`src/sv/tmp_pkg.sv`:
```
// shared types and constants of the trapezoid motion profile unit
`timescale 1ns / 1ps
`default_nettype none

package tmp_pkg;

  localparam int Q_W = 32;          // register, position and time word
  localparam int MX_W = 41;         // saturated product, at most 2^40
  localparam int RMP_W = 40;        // half of a saturated product
  localparam int POS_W = 44;        // signed working position
  localparam int CFG_IDX_W = 1;

  typedef logic [Q_W-1:0] q_t;
  typedef logic [MX_W-1:0] mx_t;
  typedef logic signed [POS_W-1:0] pos_t;

  localparam mx_t SAT_CAP = {1'b1, {(MX_W-1){1'b0}}};
  localparam pos_t POS_HI = {{(POS_W-Q_W+1){1'b0}}, {(Q_W-1){1'b1}}};
  localparam pos_t POS_LO = {{(POS_W-Q_W+1){1'b1}}, {(Q_W-1){1'b0}}};

  localparam logic OP_MUL = 1'b0;
  localparam logic OP_DIV = 1'b1;

  localparam logic KIND_START = 1'b0;
  localparam logic KIND_SAMPLE = 1'b1;

  localparam logic [CFG_IDX_W-1:0] CFG_ACCEL = 1'b0;
  localparam logic [CFG_IDX_W-1:0] CFG_MAXV = 1'b1;

  typedef struct packed {
    logic go;
    logic flush;
    logic op;
  } unit_req_t;

endpackage

`default_nettype wire

```
`src/sv/tmp_ifs.sv`:
```
// valid/ready channel interfaces for the motion profile input and result beats
`timescale 1ns / 1ps
`default_nettype none

interface tmp_in_if;
  logic valid;
  logic ready;
  logic kind;
  logic signed [31:0] start_position;
  logic signed [31:0] target_position;
  logic [31:0] sample_time;

  modport source(output valid, kind, start_position, target_position, sample_time,
                 input ready);
  modport sink(input valid, kind, start_position, target_position, sample_time,
               output ready);
endinterface

interface tmp_out_if;
  logic valid;
  logic ready;
  logic [31:0] move_duration;
  logic signed [31:0] position;
  logic [31:0] velocity;
  logic done_res;

  modport source(output valid, move_duration, position, velocity, done_res, input ready);
  modport sink(input valid, move_duration, position, velocity, done_res, output ready);
endinterface

`default_nettype wire

```
`src/sv/trapezoid_motion_profile_unit.sv`:
```
// trapezoid motion profile generator top level
//
//   channel   dir  beat
//   in_ch     in   kind, start_position, target_position, sample_time
//   out_ch    out  move_duration, position, velocity, done_res
//   cfg_*     in   cfg_we, cfg_index, cfg_data (no read-back)
//
// all arithmetic runs on one shared unit. a sample beat uses up to three multiplies.
// a start beat on a triangular move may run a square root (32 square-root bits, two multiplies each).
// a config write restarts planning; the block is not ready until the plan is done.
// reset loads the plan of the reset configuration directly, no clearing pass.
// a finished result waits in the output register while the next beat is accepted.
`timescale 1ns / 1ps
`default_nettype none

module trapezoid_motion_profile_unit #(
  parameter int FRAC_BITS = 16
) (
  input  logic                          clk,
  input  logic                          rst,
  tmp_in_if.sink                        in_ch,
  tmp_out_if.source                     out_ch,
  input  logic                          cfg_we,
  input  logic [tmp_pkg::CFG_IDX_W-1:0] cfg_index,
  input  logic [tmp_pkg::Q_W-1:0]       cfg_data
);
  import tmp_pkg::*;

  localparam int DIV_W = Q_W + FRAC_BITS;
  localparam int RES_W = (DIV_W > MX_W) ? DIV_W : MX_W;
  localparam int BIT_W = $clog2(Q_W);
  localparam q_t ONE_Q = q_t'(1) << FRAC_BITS;
  localparam mx_t RMP_RST = mx_t'(1) << (FRAC_BITS - 1);

  localparam logic [4:0] S_IDLE    = 5'd0;
  localparam logic [4:0] S_DIV_TTC = 5'd1;
  localparam logic [4:0] S_RAMP1   = 5'd2;
  localparam logic [4:0] S_RAMP2   = 5'd3;
  localparam logic [4:0] S_DECIDE  = 5'd4;
  localparam logic [4:0] S_CDIV    = 5'd5;
  localparam logic [4:0] S_SQ1     = 5'd6;
  localparam logic [4:0] S_SQ2     = 5'd7;
  localparam logic [4:0] S_DV      = 5'd8;
  localparam logic [4:0] S_PDONE   = 5'd9;
  localparam logic [4:0] S_S0      = 5'd10;
  localparam logic [4:0] S_L1      = 5'd11;
  localparam logic [4:0] S_L2      = 5'd12;
  localparam logic [4:0] S_L3      = 5'd13;
  localparam logic [4:0] S_E1      = 5'd14;
  localparam logic [4:0] S_E2      = 5'd15;
  localparam logic [4:0] S_E3      = 5'd16;
  localparam logic [4:0] S_POS     = 5'd17;
  localparam logic [4:0] S_EMIT    = 5'd18;

  logic [4:0]          state;
  logic                u_wait;
  logic                from_item;
  logic                out_valid;

  // configuration and plan
  q_t                  acc;
  q_t                  mv;
  logic signed [Q_W-1:0] mstart;
  logic signed [Q_W-1:0] mtarget;
  q_t                  ttc;
  q_t                  dtm;
  pos_t                dp;
  q_t                  dv;
  mx_t                 rmp;

  // working registers
  mx_t                 m1;
  q_t                  div_d;
  logic [RMP_W-1:0]    sq_d;
  q_t                  sq_t;
  logic [BIT_W-1:0]    sq_bit;
  logic                tri_mv;
  q_t                  tq;
  q_t                  smp_t;
  logic [RMP_W-1:0]    rm_r;
  pos_t                pos_r;
  q_t                  vel_r;
  q_t                  pend_dur;
  logic                pend_done;

  // output register
  q_t                  out_dur;
  logic signed [Q_W-1:0] out_pos;
  q_t                  out_vel;
  logic                out_done;

  // shared unit
  unit_req_t           u_req;
  logic                u_use;
  logic                u_op;
  logic [RES_W-1:0]    u_a;
  q_t                  u_b;
  logic                u_done;
  logic [RES_W-1:0]    u_res;
  mx_t                 u_mq;
  logic [DIV_W-1:0]    u_q;

  logic                emit;
  q_t                  sq_c;
  logic                sq_ok;
  q_t                  sq_new;
  pos_t                st_s;
  pos_t                tg_s;
  pos_t                rmp_s;
  pos_t                pam;
  pos_t                dpos;
  pos_t                diff;
  pos_t                diff_adj;
  pos_t                half;
  pos_t                mid;
  logic                is_tri;
  pos_t                pp;
  pos_t                d_cru;
  pos_t                d_sq;
  pos_t                mq_s;
  pos_t                mqh_s;
  pos_t                rm_s;
  logic [DIV_W:0]      csum;
  logic [Q_W:0]        dur_w;
  q_t                  dur_sat;
  pos_t                cl;
  pos_t                fin;

  tmp_arith_unit #(
    .FRAC_BITS(FRAC_BITS),
    .RES_W(RES_W)
  ) u_arith (
    .clk(clk),
    .rst(rst),
    .req(u_req),
    .opa(u_a),
    .opb(u_b),
    .done(u_done),
    .res(u_res)
  );

  assign u_mq = u_res[MX_W-1:0];
  assign u_q = u_res[DIV_W-1:0];
  assign u_req.go = u_use && !u_wait && !cfg_we;
  assign u_req.flush = cfg_we;
  assign u_req.op = u_op;

  assign in_ch.ready = (state == S_IDLE) && !cfg_we;
  assign emit = (state == S_EMIT) && (!out_valid || out_ch.ready);

  assign out_ch.valid = out_valid;
  assign out_ch.move_duration = out_dur;
  assign out_ch.position = out_pos;
  assign out_ch.velocity = out_vel;
  assign out_ch.done_res = out_done;

  // square root: trial bit and its acceptance
  assign sq_c = sq_t | (q_t'(1) << sq_bit);
  assign sq_ok = u_mq[MX_W-1:1] <= sq_d;
  assign sq_new = sq_ok ? sq_c : sq_t;

  // plan decision
  assign st_s = {{(POS_W-Q_W){mstart[Q_W-1]}}, mstart};
  assign tg_s = {{(POS_W-Q_W){mtarget[Q_W-1]}}, mtarget};
  assign rmp_s = {{(POS_W-MX_W){1'b0}}, rmp};
  assign pam = st_s + rmp_s;
  assign dpos = tg_s - rmp_s;
  assign diff = tg_s - st_s;
  // halve toward zero
  assign diff_adj = diff + (diff[POS_W-1] ? pos_t'(1) : pos_t'(0));
  assign half = diff_adj >>> 1;
  assign mid = half + st_s;
  assign is_tri = dpos < pam;
  assign pp = is_tri ? mid : dpos;
  assign d_cru = pp - pam;
  assign d_sq = pp - st_s;

  assign mq_s = {{(POS_W-MX_W){1'b0}}, u_mq};
  assign mqh_s = {{(POS_W-RMP_W){1'b0}}, u_mq[MX_W-1:1]};
  assign rm_s = {{(POS_W-RMP_W){1'b0}}, rm_r};
  assign csum = {1'b0, u_q} + (DIV_W+1)'(ttc);

  assign dur_w = (dtm < ttc) ? {dtm, 1'b0} : ({1'b0, dtm} + {1'b0, ttc});
  assign dur_sat = dur_w[Q_W] ? '1 : dur_w[Q_W-1:0];

  assign cl = (pos_r > POS_HI) ? POS_HI : ((pos_r < POS_LO) ? POS_LO : pos_r);
  assign fin = (cl > tg_s) ? tg_s : cl;

  always_comb begin
    u_use = 1'b1;
    u_op = OP_MUL;
    u_a = '0;
    u_b = '0;
    unique case (state)
      S_DIV_TTC: begin
        u_op = OP_DIV;
        u_a = RES_W'({mv, {FRAC_BITS{1'b0}}});
        u_b = acc;
      end
      S_RAMP1: begin
        u_a = RES_W'(acc);
        u_b = ttc;
      end
      S_RAMP2: begin
        u_a = RES_W'(m1);
        u_b = ttc;
      end
      S_CDIV: begin
        u_op = OP_DIV;
        u_a = RES_W'({div_d, {FRAC_BITS{1'b0}}});
        u_b = mv;
      end
      S_SQ1: begin
        u_a = RES_W'(acc);
        u_b = sq_c;
      end
      S_SQ2: begin
        u_a = RES_W'(m1);
        u_b = sq_c;
      end
      S_DV: begin
        u_a = RES_W'(dtm);
        u_b = acc;
      end
      S_L1, S_E1: begin
        u_a = RES_W'(acc);
        u_b = tq;
      end
      S_L2, S_E2: begin
        u_a = RES_W'(m1);
        u_b = tq;
      end
      S_L3: begin
        u_a = RES_W'(dv);
        u_b = tq;
      end
      S_E3: begin
        u_a = RES_W'(tq - ttc);
        u_b = mv;
      end
      default: begin
        u_use = 1'b0;
      end
    endcase
  end

  always_ff @(posedge clk) begin
    if (rst) begin
      state <= S_IDLE;
      u_wait <= 1'b0;
      from_item <= 1'b0;
      out_valid <= 1'b0;
      acc <= ONE_Q;
      mv <= ONE_Q;
      mstart <= '0;
      mtarget <= '0;
      ttc <= ONE_Q;
      dtm <= '0;
      dp <= '0;
      dv <= '0;
      rmp <= RMP_RST;
    end else begin
      if (cfg_we) begin
        u_wait <= 1'b0;
      end else if (u_req.go) begin
        u_wait <= 1'b1;
      end else if (u_done) begin
        u_wait <= 1'b0;
      end

      if (emit) begin
        out_valid <= 1'b1;
      end else if (out_ch.ready) begin
        out_valid <= 1'b0;
      end

      if (cfg_we) begin
        // any register write replans from the stored positions
        if (cfg_index == CFG_ACCEL) begin
          acc <= cfg_data;
        end else begin
          mv <= cfg_data;
        end
        from_item <= 1'b0;
        state <= S_DIV_TTC;
      end else begin
        unique case (state)
          S_IDLE: begin
            if (in_ch.valid) begin
              if (in_ch.kind == KIND_START) begin
                mstart <= in_ch.start_position;
                mtarget <= in_ch.target_position;
                from_item <= 1'b1;
                state <= S_DIV_TTC;
              end else begin
                smp_t <= in_ch.sample_time;
                state <= S_S0;
              end
            end
          end
          S_DIV_TTC: begin
            if (u_done) begin
              ttc <= (|u_q[DIV_W-1:Q_W]) ? '1 : u_q[Q_W-1:0];
              state <= S_RAMP1;
            end
          end
          S_RAMP1: begin
            if (u_done) begin
              m1 <= u_mq;
              state <= S_RAMP2;
            end
          end
          S_RAMP2: begin
            if (u_done) begin
              rmp <= {1'b0, u_mq[MX_W-1:1]};
              state <= S_DECIDE;
            end
          end
          S_DECIDE: begin
            tri_mv <= is_tri;
            dp <= pp;
            if (!is_tri) begin
              dv <= mv;
            end
            priority if (pp >= pam) begin
              div_d <= d_cru[Q_W-1:0];
              state <= S_CDIV;
            end else if (pp <= st_s) begin
              dtm <= '0;
              state <= is_tri ? S_DV : S_PDONE;
            end else begin
              sq_d <= d_sq[RMP_W-1:0];
              sq_t <= '0;
              sq_bit <= BIT_W'(Q_W-1);
              state <= S_SQ1;
            end
          end
          S_CDIV: begin
            if (u_done) begin
              dtm <= (|csum[DIV_W:Q_W]) ? '1 : csum[Q_W-1:0];
              state <= tri_mv ? S_DV : S_PDONE;
            end
          end
          S_SQ1: begin
            if (u_done) begin
              m1 <= u_mq;
              state <= S_SQ2;
            end
          end
          S_SQ2: begin
            if (u_done) begin
              sq_t <= sq_new;
              if (sq_bit == '0) begin
                dtm <= sq_new;
                state <= tri_mv ? S_DV : S_PDONE;
              end else begin
                sq_bit <= sq_bit - 1'b1;
                state <= S_SQ1;
              end
            end
          end
          S_DV: begin
            if (u_done) begin
              dv <= (|u_mq[MX_W-1:Q_W]) ? '1 : u_mq[Q_W-1:0];
              state <= S_PDONE;
            end
          end
          S_PDONE: begin
            if (from_item) begin
              pend_dur <= dur_sat;
              pos_r <= '0;
              vel_r <= '0;
              pend_done <= 1'b0;
              state <= S_EMIT;
            end else begin
              state <= S_IDLE;
            end
          end
          S_S0: begin
            if (smp_t >= dtm) begin
              tq <= smp_t - dtm;
              state <= S_L1;
            end else begin
              tq <= smp_t;
              state <= S_E1;
            end
          end
          S_L1: begin
            if (u_done) begin
              // past the stop once the lost velocity exceeds the decel velocity
              if ({{(MX_W-Q_W){1'b0}}, dv} < u_mq) begin
                pos_r <= tg_s;
                vel_r <= '0;
                state <= S_POS;
              end else begin
                m1 <= u_mq;
                state <= S_L2;
              end
            end
          end
          S_L2: begin
            if (u_done) begin
              rm_r <= u_mq[MX_W-1:1];
              state <= S_L3;
            end
          end
          S_L3: begin
            if (u_done) begin
              pos_r <= dp + mq_s - rm_s;
              vel_r <= dv - m1[Q_W-1:0];
              state <= S_POS;
            end
          end
          S_E1: begin
            if (u_done) begin
              m1 <= u_mq;
              vel_r <= (u_mq > {{(MX_W-Q_W){1'b0}}, mv}) ? mv : u_mq[Q_W-1:0];
              state <= (tq <= ttc) ? S_E2 : S_E3;
            end
          end
          S_E2: begin
            if (u_done) begin
              pos_r <= st_s + mqh_s;
              state <= S_POS;
            end
          end
          S_E3: begin
            if (u_done) begin
              pos_r <= st_s + rmp_s + mq_s;
              state <= S_POS;
            end
          end
          S_POS: begin
            pos_r <= fin;
            pend_done <= fin >= tg_s;
            pend_dur <= '0;
            state <= S_EMIT;
          end
          S_EMIT: begin
            if (emit) begin
              out_dur <= pend_dur;
              out_pos <= pos_r[Q_W-1:0];
              out_vel <= vel_r;
              out_done <= pend_done;
              state <= S_IDLE;
            end
          end
          default: begin
            state <= S_IDLE;
          end
        endcase
      end
    end
  end

  a_done_expected: assert property (@(posedge clk) disable iff (rst) u_done |-> u_wait)
    else $error("unit result with no operation outstanding");
  a_emit_source: assert property (@(posedge clk) disable iff (rst)
    $rose(out_valid) |-> ($past(state) == S_EMIT))
    else $error("result beat raised outside emit");
  a_start_beat_clean: assert property (@(posedge clk) disable iff (rst)
    (out_valid && (out_dur != '0)) |-> ((out_pos == '0) && (out_vel == '0) && !out_done))
    else $error("start beat carries sample fields");

endmodule

`default_nettype wire

```
`src/sv/tmp_arith_unit.sv`:
```
// shared iterative unit: shift-add fixed point multiply and restoring divide
`timescale 1ns / 1ps
`default_nettype none

module tmp_arith_unit #(
  parameter int FRAC_BITS = 16,
  parameter int RES_W = 48
) (
  input  logic                    clk,
  input  logic                    rst,
  input  tmp_pkg::unit_req_t      req,
  input  logic [RES_W-1:0]        opa,
  input  logic [tmp_pkg::Q_W-1:0] opb,
  output logic                    done,
  output logic [RES_W-1:0]        res
);
  import tmp_pkg::*;

  localparam int DIV_W = Q_W + FRAC_BITS;
  localparam int PROD_W = MX_W + Q_W;
  localparam int CNT_W = $clog2(DIV_W);

  logic              busy;
  logic              op_r;
  logic [CNT_W-1:0]  cnt;
  logic [PROD_W-1:0] prod;
  mx_t               mx;
  logic [DIV_W-1:0]  quo;
  q_t                rem;
  q_t                dvs;

  logic              last;
  logic [MX_W:0]     acc_sum;
  logic [Q_W:0]      r2;
  logic [Q_W:0]      r2_sub;
  logic              ge;
  logic [PROD_W-1:0] shifted;
  mx_t               mq;

  assign last = (op_r == OP_MUL) ? (cnt == CNT_W'(Q_W-1)) : (cnt == CNT_W'(DIV_W-1));
  assign acc_sum = {1'b0, prod[PROD_W-1:Q_W]} + (prod[0] ? {1'b0, mx} : '0);
  assign r2 = {rem, quo[DIV_W-1]};
  assign ge = r2 >= {1'b0, dvs};
  assign r2_sub = r2 - {1'b0, dvs};
  assign shifted = prod >> FRAC_BITS;
  assign mq = (shifted > PROD_W'(SAT_CAP)) ? SAT_CAP : shifted[MX_W-1:0];
  assign res = (op_r == OP_MUL) ? RES_W'(mq) : RES_W'(quo);

  always_ff @(posedge clk) begin
    if (rst) begin
      busy <= 1'b0;
      done <= 1'b0;
      op_r <= OP_MUL;
      cnt <= '0;
    end else if (req.flush) begin
      busy <= 1'b0;
      done <= 1'b0;
    end else begin
      done <= 1'b0;
      if (req.go) begin
        busy <= 1'b1;
        op_r <= req.op;
        cnt <= '0;
      end else if (busy) begin
        cnt <= cnt + 1'b1;
        if (last) begin
          busy <= 1'b0;
          done <= 1'b1;
        end
      end
    end
  end

  // one product bit or one quotient bit per cycle
  always_ff @(posedge clk) begin
    if (req.go) begin
      if (req.op == OP_MUL) begin
        prod <= {{MX_W{1'b0}}, opb};
        mx <= opa[MX_W-1:0];
      end else begin
        quo <= opa[DIV_W-1:0];
        rem <= '0;
        dvs <= opb;
      end
    end else if (busy) begin
      if (op_r == OP_MUL) begin
        prod <= {acc_sum, prod[Q_W-1:1]};
      end else begin
        rem <= ge ? r2_sub[Q_W-1:0] : r2[Q_W-1:0];
        quo <= {quo[DIV_W-2:0], ge};
      end
    end
  end

  a_no_go_busy: assert property (@(posedge clk) disable iff (rst) req.go |-> !busy)
    else $error("unit started while busy");
  a_done_after_busy: assert property (@(posedge clk) disable iff (rst) done |-> $past(busy))
    else $error("unit done without a running operation");
  a_busy_ends: assert property (@(posedge clk) disable iff (rst)
    (busy && !req.flush) |=> (busy || done))
    else $error("unit operation dropped");

endmodule

`default_nettype wire
```
`src/flat_wrapper.sv`:
```
// flat-port wrapper written by rule: the top's interface ports become plain ports
module trapezoid_motion_profile_unit_flat import tmp_pkg::*;
#(
  parameter int FRAC_BITS = 16
)
  (clk, rst, cfg_we, cfg_index, cfg_data, in_ch_valid, in_ch_kind, in_ch_start_position, in_ch_target_position, in_ch_sample_time, in_ch_ready, out_ch_valid, out_ch_move_duration, out_ch_position, out_ch_velocity, out_ch_done_res, out_ch_ready);
  tmp_in_if in_ch_i ();
  tmp_out_if out_ch_i ();
  input  logic clk;
  input  logic rst;
  input  logic cfg_we;
  input  logic [tmp_pkg::CFG_IDX_W-1:0] cfg_index;
  input  logic [tmp_pkg::Q_W-1:0] cfg_data;
  input wire logic [$bits(in_ch_i.valid)-1:0] in_ch_valid;
  input wire logic [$bits(in_ch_i.kind)-1:0] in_ch_kind;
  input wire logic [$bits(in_ch_i.start_position)-1:0] in_ch_start_position;
  input wire logic [$bits(in_ch_i.target_position)-1:0] in_ch_target_position;
  input wire logic [$bits(in_ch_i.sample_time)-1:0] in_ch_sample_time;
  output wire logic [$bits(in_ch_i.ready)-1:0] in_ch_ready;
  output wire logic [$bits(out_ch_i.valid)-1:0] out_ch_valid;
  output wire logic [$bits(out_ch_i.move_duration)-1:0] out_ch_move_duration;
  output wire logic [$bits(out_ch_i.position)-1:0] out_ch_position;
  output wire logic [$bits(out_ch_i.velocity)-1:0] out_ch_velocity;
  output wire logic [$bits(out_ch_i.done_res)-1:0] out_ch_done_res;
  input wire logic [$bits(out_ch_i.ready)-1:0] out_ch_ready;
  assign in_ch_i.valid = in_ch_valid;
  assign in_ch_i.kind = in_ch_kind;
  assign in_ch_i.start_position = in_ch_start_position;
  assign in_ch_i.target_position = in_ch_target_position;
  assign in_ch_i.sample_time = in_ch_sample_time;
  assign in_ch_ready = in_ch_i.ready;
  assign out_ch_valid = out_ch_i.valid;
  assign out_ch_move_duration = out_ch_i.move_duration;
  assign out_ch_position = out_ch_i.position;
  assign out_ch_velocity = out_ch_i.velocity;
  assign out_ch_done_res = out_ch_i.done_res;
  assign out_ch_i.ready = out_ch_ready;
  trapezoid_motion_profile_unit #(.FRAC_BITS(FRAC_BITS)) u_core (.clk(clk), .rst(rst), .in_ch(in_ch_i), .out_ch(out_ch_i), .cfg_we(cfg_we), .cfg_index(cfg_index), .cfg_data(cfg_data));
endmodule
```
`config.mk`:
```
export PLATFORM = sky130hd
export DESIGN_NAME = trapezoid_motion_profile_unit_flat
export DESIGN_NICKNAME = d
export VERILOG_FILES = /design/src/sv/tmp_pkg.sv /design/src/sv/tmp_ifs.sv /design/src/sv/trapezoid_motion_profile_unit.sv /design/src/sv/tmp_arith_unit.sv /design/src/flat_wrapper.sv
export SDC_FILE = /design/constraint.sdc
export NUM_CORES = 2
export LEC_CHECK = 0
export BUFFER_PORTS_ARGS = -buffer_cell sky130_fd_sc_hd__buf_2
export CORE_UTILIZATION = 38
export CTS_CLUSTER_DIAMETER = 30
export DETAILED_ROUTE_END_ITERATION = 10
export PLACE_DENSITY = 0.55
export SYNTH_ARGS = -nofsm -noshare
export SYNTH_HDL_FRONTEND = slang
export SYNTH_HIERARCHICAL = 1
export SYNTH_SLANG_ARGS = --single-unit
```
`constraint.sdc`:
```
create_clock -name clk -period 27.3 [get_ports clk]
set_input_delay 8.19 -clock clk [delete_from_list [all_inputs] [get_ports clk]]
set_output_delay 8.19 -clock clk [all_outputs]
set_load 0.05 [all_outputs]
```
# Word level (Yosys, flattened, before mapping)
# Index checks and enable logic that the tools add are counted.
[op_classes] addsub=20 magnitude_cmp=15 eq_ne=62 n_shift=1 n_mux=108 n_bitwise=9 n_reduce_logical=67
[ops] op="$mux W32" count=28
[ops] op="$mux W44" count=10
[ops] op="$pmux W48 S7" count=1
[ops] op="$mux W73" count=4
[ops] op="$pmux W44 S6" count=1
[ops] op="$mux W48" count=5
[ops] op="$mux W41" count=5
[ops] op="$pmux W32 S2" count=3
[ops] op="$pmux W32 S5" count=1
[ops] op="$pmux W32 S4" count=1
[ops] op="$sub A32 B32 Y32" count=4
[ops] op="$mux W5" count=23
[ops] op="$pmux W32 S3" count=1
[ops] op="$pmux W5 S17" count=1
[ops] op="$add A32 B41 Y42" count=2
[ops] op="$pmux W41 S2" count=1
[ops] op="$sub A32 B32 Y33" count=2
[ops] op="$gt A57 B41 Y1 const B" count=1
[ops] op="$add A48 B32 Y49" count=1
[ops] op="$add A43 B32 Y44" count=1
[ops] op="$add A44 B42 Y44" count=1
[ops] op="$ge A44 B32 Y1" count=1
[ops] op="$ge A44 B42 Y1" count=1
[ops] op="$gt A44 B32 Y1" count=1
[ops] op="other kinds (67)" count=182
[word_totals] register_bits=1012 in_bits=135 out_inout_bits=99 elab_cells=322

# Logic depth before layout (Yosys ltp)
[logic_depth] word_depth=10 mapped_depth=44 ltp_nobuf=42

# Cells and area by module
# Netlist, hierarchy kept.
[by_module_without_submodules] module="trapezoid_motion_profile_unit" instances=1 cells_per_inst=7939 area_each_um2=67178.2 seq_area_each_um2=20129.3
[by_module_without_submodules] module="tmp_arith_unit" instances=1 cells_per_inst=1234 area_each_um2=13908.3 seq_area_each_um2=6966.7

# Worst setup path before layout
# No wires, ideal clock.
[synth_timing] path_kind="input-to-output" startpoint="in cfg_we" endpoint="out in_ch_ready" arrival_time_ns=9.032 required_ns=19.110 path_slack_ns=10.078 stages=2 path_buffers=1 cell_sequence="clkbuf_1 nor2_1"
[synth_between] elab_chain_cells=2
[synth_lines] element="start, declared" line_no="flat_wrapper.sv:11" text="input logic cfg_we;"
[synth_lines] element="$logic_not A1 Y1" line_no="trapezoid_motion_profile_unit.sv:148" text="assign in_ch.ready = (state == S_IDLE) && !cfg_we;"
[synth_lines] element="$logic_and A1 B1 Y1" line_no="trapezoid_motion_profile_unit.sv:148"
[synth_lines] element="end, declared" line_no="flat_wrapper.sv:19" text="output wire logic [$bits(in_ch_i.ready)-1:0] in_ch_ready;"
# No other way between the ends.

# Worst setup path in the final report
# Ends and elaborated chain as after synthesis.

==> flow_summary.json <==
{
  "status": "complete, but fails checks",
  "violations": "DRC",
  "io_buffers": 233,
  "vias": 75300,
  "grt_max_degree": 150,
  "syn_avg_cell_area_um2": 8.84,
  "clk_pin_slew_ns": 0.04,
  "placed_area_um2": 85700,
  "grtUsageTotal": 0.316,
  "dp_hpwl_um": 278000,
  "gr-total-overflow": 0,
  "cts_max_level": 5,
  "synth_warnings": 6,
  "worst_pin_slew_ns": 1.36,
  "grt_pass1_wl_um": 498000,
  "async_reset_ff_frac": 0,
  "cp.arrival_ns": 9.13,
  "reg2reg_to": "u_core/sq_bit[2]$_SDFFCE_PP1P_",
  "clkLatencyLatePin_ns": 0.95,
  "grt_antenna_before_repair": 22,
  "period_minus_slack_ns": 17.32,
  "start_kind": "input pin",
  "r2r_start": "u_core/mstart[18]$_SDFFE_PP0P_",
  "postRouteWirelength_um": 352000,
  "r2r_slack_ns": 15.20,
  "fin_worst_skew_ns": 0.0863,
  "grt_pass1_vias": 72400,
  "gp_congestion": 1.01,
  "fin_tns_setup_ns": 0,
  "max_freq_mhz": 57.7,
  "design_area_um2": 95800,
  "power_mw": 7.34,
  "leakagePower_nw": 40.0,
  "first_pass_iters": 11,
  "area_delta_synth_final_pct": 18.1,
  "fill_cells": 20600,
  "die_w_um": 464,
  "remaining_drc_errors": 24,
  "fp.coreArea_um2": 212000,
  "vias_per_cell": 6.00,
  "drive_gt1_frac": 0.115,
  "drv_slew": 0,
  "root_buffer": "clkbuf_16",
  "num-nets-final": 10500,
  "worstRegToRegCells": 35,
  "yosys_register_bits": 1010,
  "postCtsSetupBuffers": 0,
  "clk_path_buf_depth": 4,
  "cts_tree": "yes",
  "io_pins": 234,
  "numCtsBuffers": 311,
  "yosysSeqAreaShare": 0.334,
  "setup_ws_ns": 9.98,
  "mappedNetlistArea_um2": 81100,
  "setup_viol": 0,
  "max_cap_violations": 0,
  "path_class": "input pin to output pin",
  "num_rows": 169,
  "worstHoldEndpoint": "u_core/out_ch.velocity[25]$_DFFE_PP_",
  "holdCritStartpoint": "u_core/vel_r[25]$_DFFE_PP_",
  "synth.distinct_cells": 107,
  "synth_edf_count": 687,
  "multi_input_comb_area_um2": 50000,
  "worst_ep_required_time_ns": 19.11,
  "finalCritPeriodShare": 0.634,
  "syn_inst": 9173,
  "hold_viol": 0,
  "cts.repair.resized": 0,
  "die-area_um2": 215000,
  "rsz0062_at_grt": "no",
  "wl_per_cell_um": 28.1,
  "clkSinkCount": 1010,
  "p_per_area_nw_per_um2": 76.7,
  "slew_headroom": 0.0893,
  "min_path_cells": 0,
  "peakVddDrop_mv": 0.0736,
  "start_util": 0.382,
  "die_y_um": 464,
  "critPathMaxFanout": 22,
  "final_util": 0.452,
  "postCtsHoldBufs": 0,
  "seqCellArea_um2": 27100,
  "dp_slack_ns": 9.97,
  "syn_nets": 10200,
  "end_kind": "output pin",
  "synth_ff_type": "edfxtp_1",
  "drt-initial-drc-count": 7820,
  "ant_nets": 0,
  "hold_class": "flop to flop"
}
-- layout by cell type (no fill, tap or decap), types with 67 or more instances in the layout --
| master | count |
|---|---|
| a211oi_1 | 82 |
| a21o_1 | 402 |
| a21oi_1 | 891 |
| a221o_1 | 86 |
| a31oi_1 | 77 |
| and2_1 | 96 |
| and3_1 | 67 |
| buf_2 | 232 |
| buf_4 | 131 |
| clkbuf_16 | 318 |
| dfxtp_1 | 322 |
| edfxtp_1 | 687 |
| ha_1 | 861 |
| inv_1 | 747 |
| mux2_2 | 133 |
| nand2_1 | 869 |
| nand2b_1 | 82 |
| nand3_1 | 141 |
| nand4_1 | 137 |
| nor2_1 | 591 |
| nor2b_1 | 92 |
| nor3_1 | 180 |
| o211ai_1 | 74 |
| o21a_1 | 137 |
| o21ai_0 | 414 |
| o21bai_1 | 89 |
| o31ai_1 | 67 |
| xnor2_1 | 339 |
| xor2_1 | 174 |
-- final cells by class --
type / instances / share of cell area
Multi-Input combinational cell: 7041 / 0.522
Inverter: 749 / 0.0294
Sequential cell: 1010 / 0.283
Antenna cell: 18 / 0.000470
Clock inverter: 150 / 0.0168
Clock buffer: 391 / 0.0882
Tap cell: 2821 / 0.0369
Timing Repair Buffer: 367 / 0.0232
-- stage by stage --
step	cells	hold slack (ns)
6_report	12500	0.359
5_1_grt	12500	0.383
4_1_cts	12500	0.362
3_5_place_dp	12000	0.405
3_3_place_gp	12000	0.403
2_1_floorplan	9173	0.400
-- cells in the mapped netlist (133+ instances only) --
cell / number / area (µm²)
xor2_1: 174 / 1520
inv_1: 747 / 2800
o21ai_0: 414 / 2070
ha_1: 861 / 10800
a21oi_1: 896 / 4480
xnor2_1: 339 / 2970
clkbuf_1: 331 / 1240
dfxtp_1: 323 / 6470
nand2_1: 873 / 3280
mux2_2: 133 / 1500
o21a_1: 137 / 1030
nand4_1: 137 / 857
a21o_1: 402 / 3020
nor3_1: 187 / 936
edfxtp_1: 687 / 20600
nand3_1: 144 / 721
nor2_1: 604 / 2270
-- kinds of logic (layout without fill, tap and decap cells) --
logic type | Yosys count | after routing | share of synthesized area
AO/OA/AOI/OAI | 2931 | 2931 | 0.241
AND/OR/NAND/NOR | 2494 | 2494 | 0.145
buffers and inverters | 1122 | 1657 | 0.0527
flip-flops | 1010 | 1010 | 0.334
adder cells (fa/ha/maj) | 916 | 916 | 0.146
XOR/XNOR | 514 | 514 | 0.0556
multiplexers | 186 | 186 | 0.0250
other | 0 | 18 | 0
-- worst max-delay path: stages --
cell	delay, ns
buf_2	0.12
buf_4	0.25
nor2_1	0.22
buf_2	0.31
-- per-layer routing --
layer  wire (µm)  vias to the layer above  part of all wire  GRT usage
li1            -                    34600                 -          -
met1      140000                    36500              0.40      0.383
met2      161000                     3275              0.46      0.513
met3       24200                      866             0.069     0.0489
met4       27300                        4             0.077      0.220
met5          26                        -          0.000074          0
-- flip-flops by register name (all words and copies together), names as in the netlist, 40 cells and up --
name	count
u_core/u_arith/prod	73
u_core/u_arith/quo	48
u_core/pos_r	44
u_core/dp	42
u_core/m1	41
u_core/u_arith/mx	41
u_core/rm_r	40
u_core/rmp	40
u_core/sq_d	40
-- worst max path at each step --
stage | startpoint | end | slack, ns | cells after the start
floorplan | cfg_we | in_ch_ready | 10.08 | 2
global placement | cfg_we | in_ch_ready | 9.89 | 4
detailed placement | cfg_we | in_ch_ready | 9.97 | 4
CTS | cfg_we | in_ch_ready | 9.99 | 4
global route | cfg_we | in_ch_ready | 9.97 | 4
finish | cfg_we | in_ch_ready | 9.98 | 4
-- power breakdown --
part / switching, mW / internal, mW
logic: 1.29 / 0.773
clock network: 1.04 / 2.43
registers: 0.0499 / 1.76
Power figures use the tool's default switching activity.
